==> config.mk <==
export PLATFORM = sky130hd
export DESIGN_NAME = pixel_format_converter_unit
export DESIGN_NICKNAME = d
export VERILOG_FILES = /design/src/rtl/core/pfc_pkg.sv /design/src/rtl/core/pixel_format_converter_unit.sv /design/src/rtl/core/pfc_luma.sv
export VERILOG_INCLUDE_DIRS = /design/src /design/src/rtl/core
export SDC_FILE = /design/constraint.sdc
export NUM_CORES = 1
export LEC_CHECK = 0
export ABC_AREA = 1
export BUFFER_PORTS_ARGS = -buffer_cell sky130_fd_sc_hd__buf_2
export CORE_MARGIN = 2
export CORE_UTILIZATION = 30
export DETAILED_ROUTE_END_ITERATION = 8
export GPL_TIMING_DRIVEN = 1
export MAX_ROUTING_LAYER = met4
export PLACE_DENSITY = 0.48
export REMOVE_ABC_BUFFERS = 1
export SLEW_MARGIN = 20
export SYNTH_ARGS = -nofsm -noshare
export SYNTH_HDL_FRONTEND = slang
export SYNTH_SLANG_ARGS = --single-unit
==> constraint.sdc <==
create_clock -name clk -period 6.73 [get_ports clk]
set_clock_uncertainty 0.1 [all_clocks]
set_input_delay 0.673 -clock clk [delete_from_list [all_inputs] [get_ports clk]]
set_output_delay 0.673 -clock clk [all_outputs]
set_load 0.05 [all_outputs]
==> src/rtl/core/assert_macros.svh <==
// Assertion macros used by the RTL of the pixel format converter.
// No dependencies; include by bare file name.
`ifndef ASSERT_MACROS_SVH
`define ASSERT_MACROS_SVH

// Antecedent implies consequent in the same cycle.
`define ASSERT_SAME(lbl, clk, rst_n, ante, cons) \
  lbl: assert property (@(posedge clk) disable iff (!rst_n) (ante) |-> (cons)) \
    else $error("assertion failed");

// Antecedent implies consequent in the next cycle.
`define ASSERT_NEXT(lbl, clk, rst_n, ante, cons) \
  lbl: assert property (@(posedge clk) disable iff (!rst_n) (ante) |=> (cons)) \
    else $error("assertion failed");

`endif

==> src/rtl/core/pfc_pkg.sv <==
// Package for the pixel format converter: format codes, register indexes,
// luma weights and shared types. No dependencies.
`default_nettype none
package pfc_pkg;

  typedef logic [2:0] fmt_t;

  localparam fmt_t FMT_GRAY = 3'd0;
  localparam fmt_t FMT_RGB  = 3'd1;
  localparam fmt_t FMT_BGR  = 3'd2;
  localparam fmt_t FMT_RGBA = 3'd3;
  localparam fmt_t FMT_BGRA = 3'd4;
  localparam fmt_t FMT_ARGB = 3'd5;
  localparam fmt_t FMT_ABGR = 3'd6;

  localparam logic [1:0] CFG_SRC_FMT = 2'd0;
  localparam logic [1:0] CFG_DST_FMT = 2'd1;

  localparam logic [15:0] LUMA_WR = 16'd19595;
  localparam logic [15:0] LUMA_WG = 16'd38470;
  localparam logic [15:0] LUMA_WB = 16'd7471;
  localparam logic [7:0]  ALPHA_OPAQUE = 8'd255;

  localparam logic [2:0] CNT_GRAY = 3'd1;
  localparam logic [2:0] CNT_RGB  = 3'd3;
  localparam logic [2:0] CNT_RGBA = 3'd4;

  typedef struct packed {
    logic [7:0] r;
    logic [7:0] g;
    logic [7:0] b;
    logic [7:0] a;
  } rgba_t;

  // load enables of the luma stages
  typedef struct packed {
    logic s2;
    logic s3;
  } pfc_adv_t;

endpackage
`default_nettype wire

==> src/rtl/core/pixel_format_converter_unit.sv <==
// Pixel format converter top level: decode, luma pipeline, encode.
// Depends on pfc_pkg, pfc_luma and assert_macros.svh.
//
// Converts one pixel per clock between gray, RGB, BGR, RGBA, BGRA, ARGB
// and ABGR, with source and target formats set through the cfg port
// (index 0 source, 1 target; code seven acts as gray). The pipeline has
// four register stages (decode, luma products, luma sum, encode), and
// one pixel per cycle is sustained while the output is not stalled; the
// two-step multiply-and-sum of the luma unit sets the depth. Stalls on
// the output back up stage by stage without loss.
// Formats must only change while the pipeline is empty.
`default_nettype none
module pixel_format_converter_unit (
  input  wire logic        clk,
  input  wire logic        rst_n,
  input  wire logic        in_tvalid,
  output logic             in_tready,
  input  wire logic [31:0] in_tdata,   // chan_0, chan_1, chan_2, chan_3
  output logic             out_tvalid,
  input  wire logic        out_tready,
  output logic      [39:0] out_tdata,  // out_0, out_1, out_2, out_3, out_count, pad
  input  wire logic        cfg_valid,
  output logic             cfg_ready,
  input  wire logic [1:0]  cfg_index,
  input  wire logic [2:0]  cfg_data
);
  import pfc_pkg::*;

  fmt_t src_fmt_r, dst_fmt_r;
  logic v1_r, v2_r, v3_r, v4_r;
  logic rdy1, rdy2, rdy3, rdy4;
  rgba_t px1_r, px2_r, px3_r, px_dec;
  logic [7:0] luma;
  logic [7:0] o0_r, o1_r, o2_r, o3_r;
  logic [7:0] o0_nxt, o1_nxt, o2_nxt, o3_nxt;
  logic [2:0] cnt_r, cnt_nxt;
  pfc_adv_t adv;
  logic [7:0] c0, c1, c2, c3;
  logic cnt_legal;

  assign cfg_ready = 1'b1;

  always_ff @(posedge clk) begin
    if (!rst_n) begin
      src_fmt_r <= FMT_GRAY;
      dst_fmt_r <= FMT_GRAY;
    end else if (cfg_valid) begin
      if (cfg_index == CFG_SRC_FMT) src_fmt_r <= cfg_data;
      if (cfg_index == CFG_DST_FMT) dst_fmt_r <= cfg_data;
    end
  end

  assign rdy4 = !v4_r || out_tready;
  assign rdy3 = !v3_r || rdy4;
  assign rdy2 = !v2_r || rdy3;
  assign rdy1 = !v1_r || rdy2;
  assign in_tready = rdy1;

  always_ff @(posedge clk) begin
    if (!rst_n) begin
      v1_r <= 1'b0;
      v2_r <= 1'b0;
      v3_r <= 1'b0;
      v4_r <= 1'b0;
    end else begin
      if (rdy1) v1_r <= in_tvalid;
      if (rdy2) v2_r <= v1_r;
      if (rdy3) v3_r <= v2_r;
      if (rdy4) v4_r <= v3_r;
    end
  end

  assign c0 = in_tdata[7:0];
  assign c1 = in_tdata[15:8];
  assign c2 = in_tdata[23:16];
  assign c3 = in_tdata[31:24];

  always_comb begin
    case (src_fmt_r)
      FMT_RGB:  px_dec = '{r: c0, g: c1, b: c2, a: ALPHA_OPAQUE};
      FMT_BGR:  px_dec = '{r: c2, g: c1, b: c0, a: ALPHA_OPAQUE};
      FMT_RGBA: px_dec = '{r: c0, g: c1, b: c2, a: c3};
      FMT_BGRA: px_dec = '{r: c2, g: c1, b: c0, a: c3};
      FMT_ARGB: px_dec = '{r: c1, g: c2, b: c3, a: c0};
      FMT_ABGR: px_dec = '{r: c3, g: c2, b: c1, a: c0};
      default:  px_dec = '{r: c0, g: c0, b: c0, a: ALPHA_OPAQUE};
    endcase
  end

  always_ff @(posedge clk) begin
    if (rdy1) px1_r <= px_dec;
    if (rdy2) px2_r <= px1_r;
    if (rdy3) px3_r <= px2_r;
  end

  assign adv = '{s2: rdy2, s3: rdy3};

  pfc_luma u_luma (
    .clk  (clk),
    .adv  (adv),
    .r    (px1_r.r),
    .g    (px1_r.g),
    .b    (px1_r.b),
    .luma (luma)
  );

  always_comb begin
    o0_nxt  = '0;
    o1_nxt  = '0;
    o2_nxt  = '0;
    o3_nxt  = '0;
    cnt_nxt = CNT_GRAY;
    case (dst_fmt_r)
      FMT_RGB: begin
        o0_nxt = px3_r.r; o1_nxt = px3_r.g; o2_nxt = px3_r.b; cnt_nxt = CNT_RGB;
      end
      FMT_BGR: begin
        o0_nxt = px3_r.b; o1_nxt = px3_r.g; o2_nxt = px3_r.r; cnt_nxt = CNT_RGB;
      end
      FMT_RGBA: begin
        o0_nxt = px3_r.r; o1_nxt = px3_r.g; o2_nxt = px3_r.b; o3_nxt = px3_r.a;
        cnt_nxt = CNT_RGBA;
      end
      FMT_BGRA: begin
        o0_nxt = px3_r.b; o1_nxt = px3_r.g; o2_nxt = px3_r.r; o3_nxt = px3_r.a;
        cnt_nxt = CNT_RGBA;
      end
      FMT_ARGB: begin
        o0_nxt = px3_r.a; o1_nxt = px3_r.r; o2_nxt = px3_r.g; o3_nxt = px3_r.b;
        cnt_nxt = CNT_RGBA;
      end
      FMT_ABGR: begin
        o0_nxt = px3_r.a; o1_nxt = px3_r.b; o2_nxt = px3_r.g; o3_nxt = px3_r.r;
        cnt_nxt = CNT_RGBA;
      end
      default: begin
        o0_nxt = luma; cnt_nxt = CNT_GRAY;
      end
    endcase
  end

  always_ff @(posedge clk) begin
    if (rdy4) begin
      o0_r  <= o0_nxt;
      o1_r  <= o1_nxt;
      o2_r  <= o2_nxt;
      o3_r  <= o3_nxt;
      cnt_r <= cnt_nxt;
    end
  end

  assign out_tvalid = v4_r;
  assign out_tdata  = {5'd0, cnt_r, o3_r, o2_r, o1_r, o0_r};

  assign cnt_legal = (cnt_r == CNT_GRAY) || (cnt_r == CNT_RGB) || (cnt_r == CNT_RGBA);

`include "assert_macros.svh"

  `ASSERT_SAME(a_cnt_legal, clk, rst_n, out_tvalid, cnt_legal)
  `ASSERT_SAME(a_gray_zero, clk, rst_n, out_tvalid && (cnt_r == CNT_GRAY), {o3_r, o2_r, o1_r} == 24'd0)
  `ASSERT_SAME(a_rgb_no_a, clk, rst_n, out_tvalid && (cnt_r == CNT_RGB), o3_r == 8'd0)
  `ASSERT_NEXT(a_in_loads, clk, rst_n, in_tvalid && in_tready, v1_r)

endmodule
`default_nettype wire

==> src/rtl/core/pfc_luma.sv <==
// Two-stage luma unit: weighted products, then sum and Q16 truncation.
// Depends on pfc_pkg.
`default_nettype none
module pfc_luma (
  input  wire logic             clk,
  input  wire pfc_pkg::pfc_adv_t adv,
  input  wire logic [7:0]       r,
  input  wire logic [7:0]       g,
  input  wire logic [7:0]       b,
  output logic      [7:0]       luma
);
  import pfc_pkg::*;

  logic [23:0] pr_r, pg_r, pb_r;
  logic [24:0] sum;
  logic [7:0]  luma_r;

  always_ff @(posedge clk) begin
    if (adv.s2) begin
      pr_r <= 24'(LUMA_WR) * 24'(r);
      pg_r <= 24'(LUMA_WG) * 24'(g);
      pb_r <= 24'(LUMA_WB) * 24'(b);
    end
  end

  assign sum = 25'(pr_r) + 25'(pg_r) + 25'(pb_r);

  always_ff @(posedge clk) begin
    if (adv.s3) begin
      luma_r <= sum[23:16];
    end
  end

  assign luma = luma_r;

endmodule
`default_nettype wire

==> impl_metrics.toml, run 1 <==
[clock_tree]
h-tree-depth = 1
clock_path_buffers = 3
cts_tree = "built"
post_cts_buffers = 0
cts-resized-gates = 0
cts_hold_buf = 0
clock_latency_ns = 0.53
cts_num_sinks = 213
root_buffer = "clkbuf_16"
cts_buffers = 24
clk_pin_slew_ns = 0.06

[sta]
maxSlewViolCount = 0
fmax_mhz = 240
fin_crit_ns = 4.17
timing.setup.tns_ns = 0
hold_viol = 0
rsz0062_at_grt = "no"
slew_headroom = 0.313
setup_viol = 0
worst_slew_pin_slew_ns = 1.02
timing.final.crit_share = 0.620

[synth]
ys_types = 48
synthArstFlopShare = 0
yosys_warnings = 0
synthCells = 1584
yosysSeqAreaShare = 0.403
synth-compound-area-share = 0.0904
synth_top_family_by_area = "adder cells"
syn_area_mm2 = 0.0156
synthAdderAreaFrac = 0.267
synth_xor_area_frac = 0.0202
synth_edf_count = 203
synthMuxAreaShare = 0
yosys.area_share.simple = 0.147
synthFlopType = "edfxtp_1"
syn_avg_cell_area_um2 = 9.85
ys_ff_latch = 213

[finish]
syn_to_final_growth_pct = 12.8
stdcell_area_mm2 = 0.0176
layout.cells.most_common = "nand2_1"
nFillCells = 5293
drive_above_1_share = 0.0859
nets = 2007
diodes = 0
layout_common_cells = "nand2_1 (337), inv_1 (259), edfxtp_1 (203)"

[floorplanning]
initial_core_util = 0.304
core_area_mm2 = 0.0514
chipWidth_um = 232
rows = 83
io_pins = 85
dieArea_mm2 = 0.0539
die_h_um = 232

[critical_path]
cp_common_cell = "fa_1"
worstPathArrival_ns = 4.35
max_stage_delay_ns = 0.61
crit_fanout = 7
cpMaxStageDelayCell = "fa_1"
crit_chain = "fa_1 -> fa_1 -> fa_1 -> fa_1 -> ha_1 -> a21oi_1 -> nor2_1 -> nor2_1 -> nand2_1 -> a21oi_1 -> xnor2_1"
start_kind = "register"
worstSetupEndpointType = "register"
worstSetupPathType = "reg -> reg"
required_ns = 6.90

[status]
status = "finished, final reports clean"

[place]
place_area_mm2 = 0.0168
io_buffers = 78
hpwlAfterDp_um = 33600
place_congestion = 0.923

[detailed_routing]
via_count = 11452
drt_pre_antenna_iters = 5
drt_iter0_markers = 672
route.met3.wl_um = 1890
drtAntennaViolNets = 0
m1WireLength_um = 19400
drt_wl_total_um = 41200
topRoutingLayerUsed = "met4"
drcViolationCount = 0
wl_met2_um = 19200
avgRoutedWirePerCell_um = 17.3
viasPerCell = 4.81

[min_path]
min_path_type = "in -> reg"

[grt]
grt_start_max_net_pins = 68
grt_pass1_wl_um = 63600
antenna_found_initial = 1
grt_overflow_total = 0
track_usage = 0.158
grt_pass1_vias = 11420

[run]
max-cap-violations = 0
## cell usage after synthesis, types with 4 or more instances
master / n / area [um2]
nand4_1: 13 / 81.3
nand2_1: 337 / 1260
xor2_1: 29 / 254
inv_2: 5 / 18.8
edfxtp_1: 203 / 6100
dfxtp_1: 10 / 200
a21o_1: 8 / 60.1
o2111ai_1: 15 / 131
nor2_1: 90 / 338
o21ai_0: 43 / 215
fa_1: 82 / 1640
inv_1: 260 / 976
xnor2_1: 7 / 61.3
ha_1: 202 / 2530
o221ai_1: 23 / 201
nand3_1: 77 / 385
a221oi_1: 8 / 70.1
a21boi_0: 4 / 30.0
nor3_1: 8 / 40.0
a22oi_1: 12 / 90.1
a21oi_1: 82 / 410
nor2_4: 4 / 45.0
o21bai_1: 9 / 67.6
buf_4: 7 / 52.6
## layout make-up
cell class / count / area (um2) / area share
Multi-Input combinational cell: 1094 / 8220 / 0.467
Sequential cell: 213 / 6300 / 0.358
Inverter: 266 / 1000 / 0.0571
Tap cell: 680 / 851 / 0.0483
Clock buffer: 28 / 616 / 0.0350
Timing Repair Buffer: 82 / 420 / 0.0239
Clock inverter: 16 / 196 / 0.0112
## cell families (layout without fill, tap and decap cells)
kind of cell,count (synthesis),after routing
and+or+nand+nor,546,546
DFF,213,213
other,2,6
AOI/OAI and AO/OA,222,222
adders and majority gates,284,284
xor gates and xnor gates,36,36
buffers and inverters,281,392
## state kept, by name, indices dropped and copies added, names as in the netlist, 3 cells and up
signal and count:
px2_r 32, u_luma.pr_r 22, cnt_r 3, src_fmt_r 3, u_luma.luma 8, o0_r 8
px1_r 32, px3_r 32, o1_r 8, o3_r 8, o2_r 8, u_luma.pg_r 22
u_luma.pb_r 20, dst_fmt_r 3
## path summary, 6_finish.rpt
check | startpoint | endpoint | slack (ns) | cells after the start
hold reg to reg | px2_r[0] | px3_r[0] | 0.32 | 0
setup / recovery | px1_r[13] | u_luma.pb_r[14] | 2.56 | 11
hold / removal | in_tvalid | v1_r | 0.29 | 3
setup reg to reg | px1_r[13] | u_luma.pb_r[14] | 2.56 | 11
## per-layer routing
layer | GRT usage | vias up
li1 | - | 5579
met1 | 0.220 | 5556
met2 | 0.248 | 269
met3 | 0.0209 | 48
met4 | 0.0268 | 0
met5 | - | -
## stage by stage
stage	cells	worst slack, ns	hold WS (ns)	utilization
after floorplan	1573	1.74	0.300	-
after global placement	2335	2.59	0.304	0.327
after detailed placement	2335	2.53	0.305	0.327
after CTS	2379	2.51	0.270	0.342
after global routing	2379	2.27	0.270	0.342
final	2379	2.56	0.292	0.342
## worst max-delay path, delay by kind of cell, from the launching register on
family          cells  cell delay (ns)
flops               1             0.54
xor+xnor            1             0.09
fa+ha+maj           5             2.51
compound gates      2             0.42
simple gates        3             0.24
Power of run 1 is left out: the tool's default activity adds up to more than one toggle a clock period on the data nets, which glitch-free logic cannot reach.
==> run 2, diff against run 1 <==
clock period = 4.2 ns   (was 6.73 ns; I/O delays follow)
==> impl_metrics.toml, run 2 (synthesis gave the netlist of run 1 again) <==
[detailed_routing]
drt_pre_antenna_iters = 5
drt_iter0_markers = 831
route.met3.wl_um = 1290
drtAntennaViolNets = 0
drt_wl_total_um = 41700
wl_met2_um = 19600
viasPerCell = 4.76
drcViolationCount = 0
avgRoutedWirePerCell_um = 17.3
topRoutingLayerUsed = "met4"
via_count = 11434
m1WireLength_um = 20100

[finish]
diodes = 0
syn_to_final_growth_pct = 14.1
layout.cells.most_common = "nand2_1"
nFillCells = 5226
regArea_mm2 = 0.00630
nets = 2030
stdcell_area_mm2 = 0.0178
drive_above_1_share = 0.102
layout_common_cells = "nand2_1 (337), inv_1 (259), edfxtp_1 (203)"
multiInputGateArea_mm2 = 0.00827
top_regs = "px1_r (32), px2_r (32), px3_r (32)"

[critical_path]
required_ns = 4.39
crit_start = "px1_r[11]"
worstPathArrival_ns = 4.22
worstSetupEndpointType = "register"
start_kind = "register"
crit_chain = "fa_2 -> ha_1 -> fa_1 -> inv_1 -> fa_1 -> inv_1 -> ha_1 -> nand2_1 -> o21ai_0 -> a21oi_1 -> nand4_1 -> nand2_1"
cpMaxStageDelayCell = "fa_2"
crit_fanout = 5
worstSetupPathType = "reg -> reg"
cp_top_family = "adder cells"
r2r_start = "px1_r[11]"
worst-path-buf-inv = 2
max_stage_delay_ns = 0.63

[grt]
antenna_found_initial = 0
track_usage = 0.159
grt_start_max_net_pins = 68
grt_pass1_wl_um = 64400
grt_pass1_vias = 11332
grt_overflow_total = 0

[sta]
whs_ns = 0.0430
slew_headroom = 0.389
timing.setup.tns_ns = 0
setup_viol = 0
hold_viol = 0
fin_crit_ns = 4.03
fmax_mhz = 248
worst_slew_pin_slew_ns = 0.916
rsz0062_at_grt = "yes"
setup_ws_ns = 0.170
timing.final.crit_share = 0.960
maxSlewViolCount = 0

[clock_tree]
clock_path_buffers = 3
clk_pin_slew_ns = 0.06
cts_tree = "built"
root_buffer = "clkbuf_16"
cts_buffers = 25
h-tree-depth = 1
cts_num_sinks = 213
cts_hold_buf = 0
clock_latency_ns = 0.54

[status]
status = "finished, final reports clean"

[floorplanning]
io_pins = 85
chipWidth_um = 232
rows = 83
initial_core_util = 0.304
die_h_um = 232
dieArea_mm2 = 0.0539
core_area_mm2 = 0.0514

[run]
max-cap-violations = 0

[place]
place_congestion = 0.883
place_area_mm2 = 0.0169
place_ws_ns = 0.122
io_buffers = 78
hpwlAfterDp_um = 34000

[min_path]
min_path_type = "in -> reg"
worstHoldStart = "in_tvalid"
==> run 2: cell types whose count changed in the layout (fill, tap and decap cells not counted), sizes merged <==
cell	change
clkinvlp	+6
clkbuf	-1
buf	+22
inv	-2
bufinv	-1
==> run 2: worst paths after layout <==
kind / to / slack (ns) / cells after the start
max: u_luma.pb_r[20] / 0.17 / 12
min: v1_r / 0.04 / 3
max reg2reg: u_luma.pb_r[20] / 0.17 / 12
min reg2reg: px3_r[18] / 0.32 / 0
==> run 2: stage by stage <==
| stage | instances | utilization |
|---|---|---|
| CTS | 2401 | 0.345 |
| detailed placement | 2355 | 0.330 |
| global placement | 2355 | 0.330 |
| global route | 2403 | 0.346 |
| floorplan | 1573 | - |
| finish | 2403 | 0.346 |
==> run 2: worst min-delay path: cells and delay by family <==
kind / cells / cell delay [ns]
compound gates: 1 / 0.05
buf+inv: 2 / 0.16
==> run 2: area by class of cell <==
class / instances / area share
Timing Repair Buffer: 104 / 0.0329
Clock inverter: 19 / 0.00935
Sequential cell: 213 / 0.354
Tap cell: 680 / 0.0478
Clock buffer: 27 / 0.0356
Multi-Input combinational cell: 1094 / 0.464
Inverter: 266 / 0.0564
==> run 2: repair_timing <==
| item | 4_1_cts | 5_1_grt |
|---|---|---|
| setup buffers | 0 | 2 |
| endpoints found under the setup margin | 0 | 8 |
| gates resized for setup | 0 | 8 |
==> run 2: per-layer routing <==
layer	GRT usage	vias to the layer above
li1	-	5621
met1	0.223	5551
met4	0.0252	0
met3	0.0144	43
met2	0.255	219
met5	-	-
Power of run 2 is left out for the same reason.
